### config.mk
export PLATFORM = sky130hd
export DESIGN_NAME = cbs_cell
export DESIGN_NICKNAME = d
export VERILOG_FILES = /design/src/hdl/cbs_pkg.sv /design/src/hdl/cbs_cell.sv
export SDC_FILE = /design/constraint.sdc
export NUM_CORES = 1
export LEC_CHECK = 0
export ABC_CLOCK_PERIOD_IN_PS = 4100
export BUFFER_PORTS_ARGS = -buffer_cell sky130_fd_sc_hd__buf_2
export CAP_MARGIN = 20
export CELL_PAD_IN_SITES_DETAIL_PLACEMENT = 0
export CELL_PAD_IN_SITES_GLOBAL_PLACEMENT = 1
export CORE_UTILIZATION = 39
export DETAILED_ROUTE_END_ITERATION = 7
export PLACE_DENSITY_LB_ADDON = 0.1
export SYNTH_ARGS = -nofsm -noshare
export SYNTH_HDL_FRONTEND = slang
export SYNTH_SLANG_ARGS = --single-unit
### constraint.sdc
create_clock -name clk -period 4.1 [get_ports clk]
set_clock_uncertainty 0.15 [all_clocks]
set_input_delay 0.82 -clock clk [delete_from_list [all_inputs] [get_ports clk]]
set_output_delay 0.82 -clock clk [all_outputs]
set_load 0.1 [all_outputs]
### src/hdl/cbs_pkg.sv
// Package for the channel breakout signal block.
// Shared constants, register indexes, order codes and the chain control struct.
// Depends on nothing.
`default_nettype none

package cbs_pkg;

	localparam int MAX_WINDOW_DEF = 256;
	localparam int PRICE_BITS_DEF = 32;

	localparam int CFG_ADDR_BITS = 3;
	localparam int CFG_DATA_BITS = 32;
	localparam int WIN_LEN_BITS  = 9;

	localparam logic REG_WINDOW_LENGTH = 1'b0;
	localparam logic REG_STRATEGY_MODE = 1'b1;

	localparam logic [WIN_LEN_BITS-1:0] WINDOW_LENGTH_RST = 9'd20;

	localparam logic MODE_PLAIN       = 1'b0;
	localparam logic MODE_LAST_LOSER  = 1'b1;

	localparam logic signed [1:0] ORDER_NONE = 2'sb00;
	localparam logic signed [1:0] ORDER_BUY  = 2'sb01;
	localparam logic signed [1:0] ORDER_SELL = 2'sb11;

	typedef struct packed {
		logic start;
		logic shift;
	} chain_ctl_t;

endpackage

`default_nettype wire

### src/hdl/cbs_cell.sv
// One cell of the price chain: holds one stored price and one stage of the
// min/max scan wave. Depends on cbs_pkg.
`default_nettype none

module cbs_cell #(
	parameter int IDX        = 0,
	parameter int PRICE_BITS = cbs_pkg::PRICE_BITS_DEF,
	parameter int LEN_W      = 9
) (
	input  wire logic                   clk,
	input  wire logic                   arst_n,
	input  wire cbs_pkg::chain_ctl_t    chain_ctl,
	input  wire logic [LEN_W-1:0]       win_len,
	input  wire logic [PRICE_BITS-1:0]  price_in,
	output logic      [PRICE_BITS-1:0]  price_out,
	input  wire logic                   tok_in,
	input  wire logic [PRICE_BITS-1:0]  lo_in,
	input  wire logic [PRICE_BITS-1:0]  hi_in,
	output logic                        tok_out,
	output logic      [PRICE_BITS-1:0]  lo_out,
	output logic      [PRICE_BITS-1:0]  hi_out
);

	logic [PRICE_BITS-1:0] price_q;
	logic                  tok_q;
	logic [PRICE_BITS-1:0] lo_q;
	logic [PRICE_BITS-1:0] hi_q;
	logic                  in_use;

	assign in_use = LEN_W'(IDX) < win_len;

	always_ff @(posedge clk) begin
		if (chain_ctl.shift) begin
			price_q <= price_in;
		end
		lo_q <= (in_use && (price_q < lo_in)) ? price_q : lo_in;
		hi_q <= (in_use && (price_q > hi_in)) ? price_q : hi_in;
	end

	always_ff @(posedge clk or negedge arst_n) begin
		if (!arst_n) begin
			tok_q <= 1'b0;
		end else begin
			tok_q <= tok_in;
		end
	end

	assign price_out = price_q;
	assign tok_out   = tok_q;
	assign lo_out    = lo_q;
	assign hi_out    = hi_q;

endmodule

`default_nettype wire

==> results.md, run 1 <==
* First-pass GRT wire length at 17,700 microns
* FF+latch count, synth at 97
* DR vias at 3,558
* Inst Count DP at 741
* Maximum fanout along the worst path at 22
* Synth Area per Inst at around 12 sq um
* Antenna Cells at 0
* Antenna violations before repair at 1
* Layout cells sized above 1 at 46.9%
* CP max stage delay at 0.54 ns
* Max Cap Viol at 0
* GRT Residual Overflow at 0
* Largest net degree at the start of global routing at 33
* Residual DRC at 0
* Unrepaired setup endpoints after global routing: false
* Area Overhead vs Synth at 31.0%
* Register area share after synthesis at ~47%
* Io pins at 207
* Die height at 113 microns
* Post CTS Setup Buffer Count at 0
* Die Area at 0.0128 sq mm
* Commonest non-fill, non-tap cell in the layout: buf_2
* Vias in the first global route at 3,677
* Worst-skew pair later-pin latency at between 0.3 and 0.4 ns
* Slew Viols, Final at 0
* Ys Warns at 0
* Worst path slowest cell: or4_4
* Port Buffers at 205
* Post-route insts no fill at 757
* Setup crit start kind: primary input
* Hold-fix buffers, CTS at 0
* Distinct cells, synth at 39
* Final Hold Viols at 0
* Post-synthesis net count at 564
* Detailed-route wire length per cell at 15.0 microns
* Setup TNS at 0 ns
* Fraction of registers with async set/reset at 1.03%
* Mapped Cells at about 400
* Inserted Clock Buffers at 9
* WS Path Type: primary input to flop
* Post-synth EDFFs at 32
* Most frequent cells in the layout: buf_2 (205), inv_1 (65), dfxtp_1 (64)
* Leakage at 3.29 nW
* Worst Tran Pin Value at 0.865 ns
* Relative slew slack at 42.3%
* Tot GR Track Use at 18.3%
* CTS tree: done
* Clock root buffer: clkbuf_16
* Iteration-0 DRC count of the detailed router at 80
* H-tree depth at 3
* Min-delay worst type: primary input to async pin
* Vias per cell at 4.70
* Bufs on Longest Clock Path at 2
* CTS Sinks at between 90 and 100
* Routability cong. at 0.731
* Worst hold slack at 0.0876 ns
* Pwr Density at 554 mW/mm^2
* Final setup vio count at 0
* Row cnt at 40
* Detailed-route wire length at approximately 11,000 microns
* Post-synth top flop: dfxtp_1
* Result of the run: completed
* Final ANT Viol Nets at 0
* Post-detail-place hpwl at roughly 8900 microns
* Fmax at 0.324 GHz
* Pre-CTS setup slack at between 0.6 and 0.7 ns
* Clock-pin slew on the worst setup and hold paths at 0.06 ns
* Die Wd at 113 microns
* Initial Util at 40.1%
* PostCTS Resize Cnt at 0
* Worst setup EP type: flop
* Placeable Area at 0.0120 sq mm
* Final WS setup at 1.01 ns
* Nets at 778
* Peak VDD IR at 0.234 mV
* TritonRoute pass-1 iters at 4
* Fin crit period at 3.09 ns
* Worst endpoint required time at 4.18 ns
* Cell area after synthesis at 0.00482 sq mm
* Tcrit/Tclk final at 75.3%
* Critical-path cell list: buf_2 -> inv_1 -> ha_1 -> a41o_1 -> a21oi_1 -> nor3_1 -> or4_4 -> a21oi_4 -> buf_4 -> mux2_2
* Worst Path Arrival at between 3 and 4 ns
-- cell type report --
cell class	count	area (sq um)
fillers	1139	5700
well taps	147	184
multi-input cells	223	2240
inverters	65	244
repair buffers	209	1060
flip-flops and latches	97	2270
clock buffers	15	290
clock inverters	1	30.0
-- power breakdown --
part	internal, mW	switching, mW
Clock	0.548	0.347
Combinational	0.320	1.11
Sequential	1.12	0.0577
Total	1.99	1.51
-- metal layers --
layer / track usage (%) / vias up / wire [microns]
met5: 0 / - / 8
met4: 8.16 / 2 / 208
met3: 4.55 / 16 / 669
met2: 33.0 / 114 / 5770
met1: 20.3 / 1595 / 4680
li1: - / 1831 / -
-- registers in the layout, indices dropped and copies added (netlist names) --
signal / flops
hi_out: 32
lo_out: 32
price_out: 32
tok_out: 1
-- synth_stat cells (all sizes together) (5+ instances only) --
master  instances  area share, %
a21o            8            1.2
a21oi          20            2.3
buf             6            1.4
dfxtp          64             27
edfxtp         32             20
ha             63             16
inv            65            5.1
mux2           63             17
nand2          10           0.78
nand3           7           0.73
nand4          11            1.4
nor3            5           0.62
o21ai           5           0.52
-- worst max-delay path: cells and delay by family --
kind            cells  cell delay, ns
simple gates        2            0.61
buf+inv             3            0.47
mux                 1            0.38
fa+ha+maj           1            0.29
compound gates      3            0.57
-- through the flow --
step,total power [mW],utilization (%),instance area (sq um)
after detailed placement,2.64,49.9,5990
final,3.50,52.6,6310
after global placement,2.62,49.9,5990
after global routing,3.64,52.6,6310
after floorplan,2.38,-,4820
after CTS,3.55,52.6,6310
-- cells by family (layout without fill, tap and decap cells) --
logic type | Yosys count | after routing | share of synthesized area, %
mux | 64 | 64 | 17.3
buf+inv | 71 | 290 | 6.46
fa+ha+maj | 63 | 63 | 16.3
flops | 97 | 97 | 47.0
simple gates | 45 | 45 | 5.22
compound gates | 51 | 51 | 7.71
-- path summary, 6_finish.rpt --
path                         startpoint         to  slack, ns  cells after the start
max                            lo_in[7]  lo_out[4]       1.01                     10
min                              arst_n    tok_out       0.09                      1
max reg2reg                price_out[7]  lo_out[4]       1.08                      8
min reg2reg                price_out[0]  hi_out[0]       0.42                      1
max in group asynchronous        arst_n    tok_out       3.63                      1
min in group clk           price_out[0]  hi_out[0]       0.42                      1
Note: power is estimated with default switching activity, not from simulation.
==> inputs of run 2 (changes only) <==
ABC_CLOCK_PERIOD_IN_PS = 2900   (was 4100)
CORE_UTILIZATION = 37   (was 39)
clock period = 2.9 ns   (was 4.1 ns; I/O delays follow)
==> run 2 against run 1 <==
Global-route usage down 1.1 points. Via count up 4.7%. Power up 43%. Largest cell class is now multi-input gates.
==> results.md, run 2 (same netlist as run 1, synthesis figures left out) <==
* Vias in the first global route at 3,532 (-3.9%)
* Max Cap Viol at 0 (unchanged)
* Worst Tran Pin Value at 0.894 ns (+0.0290 ns)
* Result of the run: completed
* Routability cong. at 0.729 (-0.29%)
* Initial Util at 38.1% (-2.1 points)
* Clock root buffer: clkbuf_16
* Final setup vio count at 0 (unchanged)
* Worst path slowest cell: edfxtp_1
* R2R cell count at 10 (+2)
* Number of fill cells at 1,165 (+2.3%)
* Die Wd at 116 microns (+2.6%)
* Pre-CTS setup slack at -0.234 ns (-0.864 ns)
* CTS Sinks at 97 (unchanged)
* Maximum fanout along the worst path at 9 (-59%)
* Tcrit/Tclk final at between 90% and 100%
* Crit Reg-Reg Startpoint: price_out[12]
* Register Area at 0.00227 sq mm (unchanged)
* Port Buffers at 205 (unchanged)
* Most frequent cells in the layout: buf_2 (205), inv_1 (65), dfxtp_1 (64)
* DR vias at 3,726 (+4.7%)
* Tot GR Track Use at 17.2% (-1.1 points)
* Pwr Density at 743 mW/mm^2 (+34%)
* Hold Path End: tok_out
* CTS tree: done
* Clock-pin slew on the worst setup and hold paths at 0.07 ns (about the same)
* Number of cells on the critical path at 10 (unchanged)
* Hold Path Cell Cnt at 1
* Total power at 5.01 mW (+43%)
* Leakage at 3.46 nW (+5.3%)
* Detailed-route wire length per cell at 14.9 microns (-0.82%)
* Final WS setup at 0.0113 ns (-1.00 ns)
* Final ANT Viol Nets at 0 (unchanged)
* Largest net degree at the start of global routing at 33 (unchanged)
* Post-detail-place hpwl at 9120 microns (+2.4%)
* Row cnt at 41 (+2.5%)
* Die Area at 0.0135 sq mm (+5.3%)
* Inserted Clock Buffers at 9 (unchanged)
* Detailed-route wire length at 12,000 microns (+6.0%)
* Area of the multi-input gates at 0.00237 sq mm (+5.7%)
* Residual DRC at 0 (unchanged)
* WS Path Type: flop to flop
* Delay-heaviest family, CP: compound AO/OA/AOI/OAI gates
* Commonest non-fill, non-tap cell in the layout: buf_2
* Placeable Area at 0.0127 sq mm (+5.5%)
* Worst setup EP type: flop
* GR peak layer: met2
* Worst Path Arrival at 2.97 ns (-0.20 ns)
* Slew Viols, Final at 0 (unchanged)
* Worst-skew pair later-pin latency at 0.34 ns (about the same)
* Fmax at 0.346 GHz
* Peak VDD IR at 0.372 mV (+59%)
* Bufs on Longest Clock Path at 2 (unchanged)
* Capturing point of the worst reg2reg path: hi_out[5]
* Cell repeated most along the worst path: buf_4
* Fin crit period at 2.89 ns
* Layout cells sized above 1 at 51.2% (+4.3 points)
* First-pass GRT wire length at 17,500 microns (-1.3%)
* Final Hold Viols at 0 (unchanged)
* Die height at 116 microns (+2.6%)
* CP max stage delay at 0.47 ns (-0.07 ns)
* Setup TNS at 0 ns (unchanged)
* Relative slew slack at 40.4% (-1.9 points)
* Min-delay worst type: primary input to flop
* Met1 usage at 22.6% (+2.4 points)
* Unrepaired setup endpoints after global routing: true
* Setup crit start kind: flop
* Post-layout util at 53.2% (+0.64 points)
* Worst endpoint required time at 2.98 ns (-1.20 ns)
* R2R setup slack at 0.01 ns (-1.07 ns)
* Iteration-0 DRC count of the detailed router at 99 (+24%)
* Fin area at 0.00674 sq mm (+6.8%)
* Io pins at 207 (unchanged)
* Antenna Cells at 0 (unchanged)
* HP Start: tok_in
* Area post-placement at 0.00630 sq mm (+5.2%)
* Area Overhead vs Synth at 39.8%
* GRT Residual Overflow at 0 (unchanged)
* H-tree depth at 3 (unchanged)
* TritonRoute pass-1 iters at 4 (unchanged)
* Antenna violations before repair at 0 (-1)
* Critical-path cell list: buf_4 -> ha_1 -> nand4_1 -> buf_4 -> a2111oi_1 -> o31a_2 -> o31ai_4 -> buf_12 -> clkbuf_16 -> mux2_4
* Nets at 805 (+3.5%)
* Vias per cell at 4.61 (-2.0%)
* Met2 Resource Use GR at 27.5% (-5.5 points)
* Met3 GRT Util at 3.84% (-0.71 points)
* Bufs and invs on worst path at 4 (+1)
run 2: cell types whose count changed in the layout (fill, tap and decap cells not counted), sizes merged:
cell | before | now
clkinv | 0 | 3
dlygate4sd3 | 0 | 1
buf | 209 | 233
clkbuf | 15 | 14
run 2: through the flow:
step	instances	hold WS [ns]
floorplan	391	0.134
global placement	786	0.204
detailed placement	786	0.206
CTS	803	0.176
global route	809	0.180
finish	809	0.187
run 2: per-layer routing:
layer / share of wire [%] / routed length (microns)
met5: 0 / 0
met4: 1.4 / 167
met3: 5.4 / 646
met2: 47 / 5620
met1: 46 / 5590
run 2: layout make-up:
| class | count | share of cell area, % |
|---|---|---|
| clock buffer | 12 | 3.66 |
| clock inverter | 4 | 0.779 |
| inverter | 65 | 3.62 |
| multi-input combinational | 223 | 35.2 |
| sequential | 97 | 33.6 |
| tap | 172 | 3.19 |
| timing repair buffer | 236 | 20.0 |
run 2: how the worst max path moves through the flow:
stage	start	end	slack, ns
after global placement	lo_in[15]	lo_out[5]	-0.22
final	price_out[12]	hi_out[5]	0.01
after floorplan	price_out[1]	hi_out[11]	-0.27
after global routing	price_out[13]	hi_out[5]	-0.12
after CTS	price_out[14]	lo_out[24]	0.04
after detailed placement	lo_in[14]	lo_out[3]	-0.23
run 2: repair_timing:
item                                   in CTS  in global routing
gates cloned                                0                  2
gates resized for setup                     1                  5
pin swaps                                   0                  2
setup endpoints to repair                   9                 50
endpoints found under the hold margin       1                  0
hold buffers                                1                  0
buffers inserted                            0                  4
run 2: power by group:
part,switching (mW),leakage [nW],internal (mW)
combinational,1.61,2.45,0.547
clock,0.502,0.147,0.695
sequential,0.0772,0.865,1.58
total,2.19,3.46,2.82
==> inputs of run 3 (changes only) <==
CORE_MARGIN = 3   (was unset)
==> run 3 against run 2 <==
Wire length up 6.0%. Combinational power up 3%. Critical path type unchanged. Sequential share of layout area down 0.65 points. Hold slack better by 0.0064 ns. Fmax up 2.8%. Register-to-register slack better by 0.08 ns. Setup slack better by 0.078 ns.
==> results.md, run 3 (same netlist as run 1, synthesis figures left out) <==
* Result of the run: completed
* Fin area at 0.00688 sq mm (+2.0%)
* Number of fill cells at 1,166 (+0.086%)
* Antenna violations before repair at 0 (unchanged)
* Clock root buffer: clkbuf_16
* Worst path slowest cell: or4_4
* Largest net degree at the start of global routing at 33 (unchanged)
* Setup crit start kind: flop
* Register Area at 0.00227 sq mm (unchanged)
* Bufs on Longest Clock Path at 2 (unchanged)
* Commonest non-fill, non-tap cell in the layout: buf_2
* Routability cong. at 0.746 (+2.3%)
* Inserted Clock Buffers at 9 (unchanged)
* Critical-path cell list: ha_1 -> a41o_1 -> a21oi_1 -> nor3_1 -> or4_4 -> a21oi_4 -> clkbuf_16 -> mux2_2
* First-pass GRT wire length at 18,900 microns (+8.1%)
* Relative slew slack at 40.9% (+0.51 points)
* Pwr Density at 716 mW/mm^2 (-3.6%)
* CP max stage delay at 0.50 ns (+0.03 ns)
* Final WS setup at 0.0888 ns (+0.0776 ns)
* Post-route insts no fill at 828 (+2.3%)
* GRT Residual Overflow at 0 (unchanged)
* Leakage at 3.54 nW (+2.2%)
* Die Area at 0.0144 sq mm (+7.0%)
* Worst-skew pair later-pin latency at 0.35 ns (about the same)
* Detailed-route wire length per cell at 15.4 microns (+3.6%)
* Io pins at 207 (unchanged)
* TritonRoute pass-1 iters at 4 (unchanged)
* Area post-placement at 0.00643 sq mm (+2.0%)
* Final ANT Viol Nets at 0 (unchanged)
* Initial Util at 38.1% (unchanged)
* Clock-pin slew on the worst setup and hold paths at 0.06 ns (about the same)
* Min-delay worst type: primary input to flop
* Detailed-route wire length at 12,700 microns (+6.0%)
* CTS Sinks at 97 (unchanged)
* CTS tree: done
* Bufs and invs on worst path at 1 (-3)
* Post-detail-place hpwl at 9750 microns (+6.9%)
* Layout cells sized above 1 at 52.7% (+1.6 points)
* Vias per cell at 4.64 (+0.69%)
* Most frequent cells in the layout: buf_2 (205), inv_1 (65), dfxtp_1 (64)
* Port Buffers at 205 (unchanged)
* WS Path Type: flop to flop
* Worst setup EP type: flop
* Tcrit/Tclk final at 96.9% (-2.7 points)
* Worst endpoint required time at 2.98 ns (about the same)
* Slew Viols, Final at 0 (unchanged)
* Tot GR Track Use at 16.9% (-0.28 points)
* Residual DRC at 0 (unchanged)
* Worst Tran Pin Value at 0.887 ns (-0.00767 ns)
* Antenna Cells at 0 (unchanged)
* Delay-heaviest family, CP: compound AO/OA/AOI/OAI gates
* Die Wd at 120 microns (+3.4%)
* Final setup vio count at 0 (unchanged)
* Worst hold slack at 0.194 ns (+0.00643 ns)
* Area Overhead vs Synth at 42.6%
* H-tree depth at 3 (unchanged)
* Iteration-0 DRC count of the detailed router at 162 (+64%)
* DR vias at 3,840 (+3.1%)
* Fin crit period at 2.81 ns (-0.0776 ns)
* Inst Count DP at 801 (+1.9%)
* Area of the multi-input gates at 0.00239 sq mm (+0.74%)
* Vias in the first global route at 3,829 (+8.4%)
* Max Cap Viol at 0 (unchanged)
* Placeable Area at 0.0127 sq mm (unchanged)
* Fmax at 0.356 GHz (+2.8%)
* Maximum fanout along the worst path at 7 (-2)
* Worst Path Arrival at 2.90 ns (-0.07 ns)
* Peak VDD IR at 0.396 mV (+6.2%)
* Die height at 120 microns (+3.4%)
* Final Hold Viols at 0 (unchanged)
* Row cnt at 41 (unchanged)
* Nets at 825 (+2.5%)
* Pre-CTS setup slack at -0.256 ns (-0.0227 ns)
==> run 3: routing by layer <==
layer	GRT usage [%]	vias up	part of all wire, %
met3	5.33	12	7.1
met2	28.1	124	49
met5	0	-	0
met4	5.80	0	1.4
li1	-	1917	-
met1	20.9	1787	43
==> run 3: metrics by stage <==
step	utilization (%)	TNS [ns]	power (mW)
after floorplan	-	-16.46	3.39
after global placement	50.7	-10.90	3.82
after detailed placement	50.7	-11.97	3.84
after CTS	52.9	0	4.92
after global routing	54.3	-0.0668	5.13
final	54.3	0	4.92
==> run 3: final cells by class <==
| type | count | share of cell area (%) |
|---|---|---|
| Tap cell | 172 | 3.13 |
| Multi-Input combinational cell | 223 | 34.7 |
| Sequential cell | 97 | 33.0 |
| Inverter | 65 | 3.55 |
| Timing Repair Buffer | 256 | 21.9 |
| Clock buffer | 11 | 3.38 |
| Clock inverter | 4 | 0.309 |
==> run 3: path summary, 6_finish.rpt <==
| path | depth (start not counted) | startpoint | slack, ns | endpoint |
|---|---|---|---|---|
| worst max-delay path | 8 | price_out[5] | 0.09 | lo_out[18] |
| worst max register to register | 8 | price_out[5] | 0.09 | lo_out[18] |
| min in group asynchronous | 2 | arst_n | 0.40 | tok_out |
| worst min register to register | 1 | price_out[0] | 0.42 | hi_out[0] |
| worst min-delay path | 1 | tok_in | 0.19 | tok_out |
| max in group asynchronous | 2 | arst_n | 2.11 | tok_out |
==> run 3: repair_timing <==
item,CTS,global route
setup endpoints to repair,16,62
cloned,0,3
pin swaps,0,13
endpoints found under the hold margin,1,0
gates resized for setup,0,10
hold buffers,1,0
setup buffers,1,8
==> run 3: where the power goes <==
part / total, mW / switching, mW / internal (mW)
Clock: 1.06 / 0.491 / 0.571
Combinational: 2.22 / 1.64 / 0.584
Sequential: 1.64 / 0.0631 / 1.58
Total: 4.92 / 2.19 / 2.73
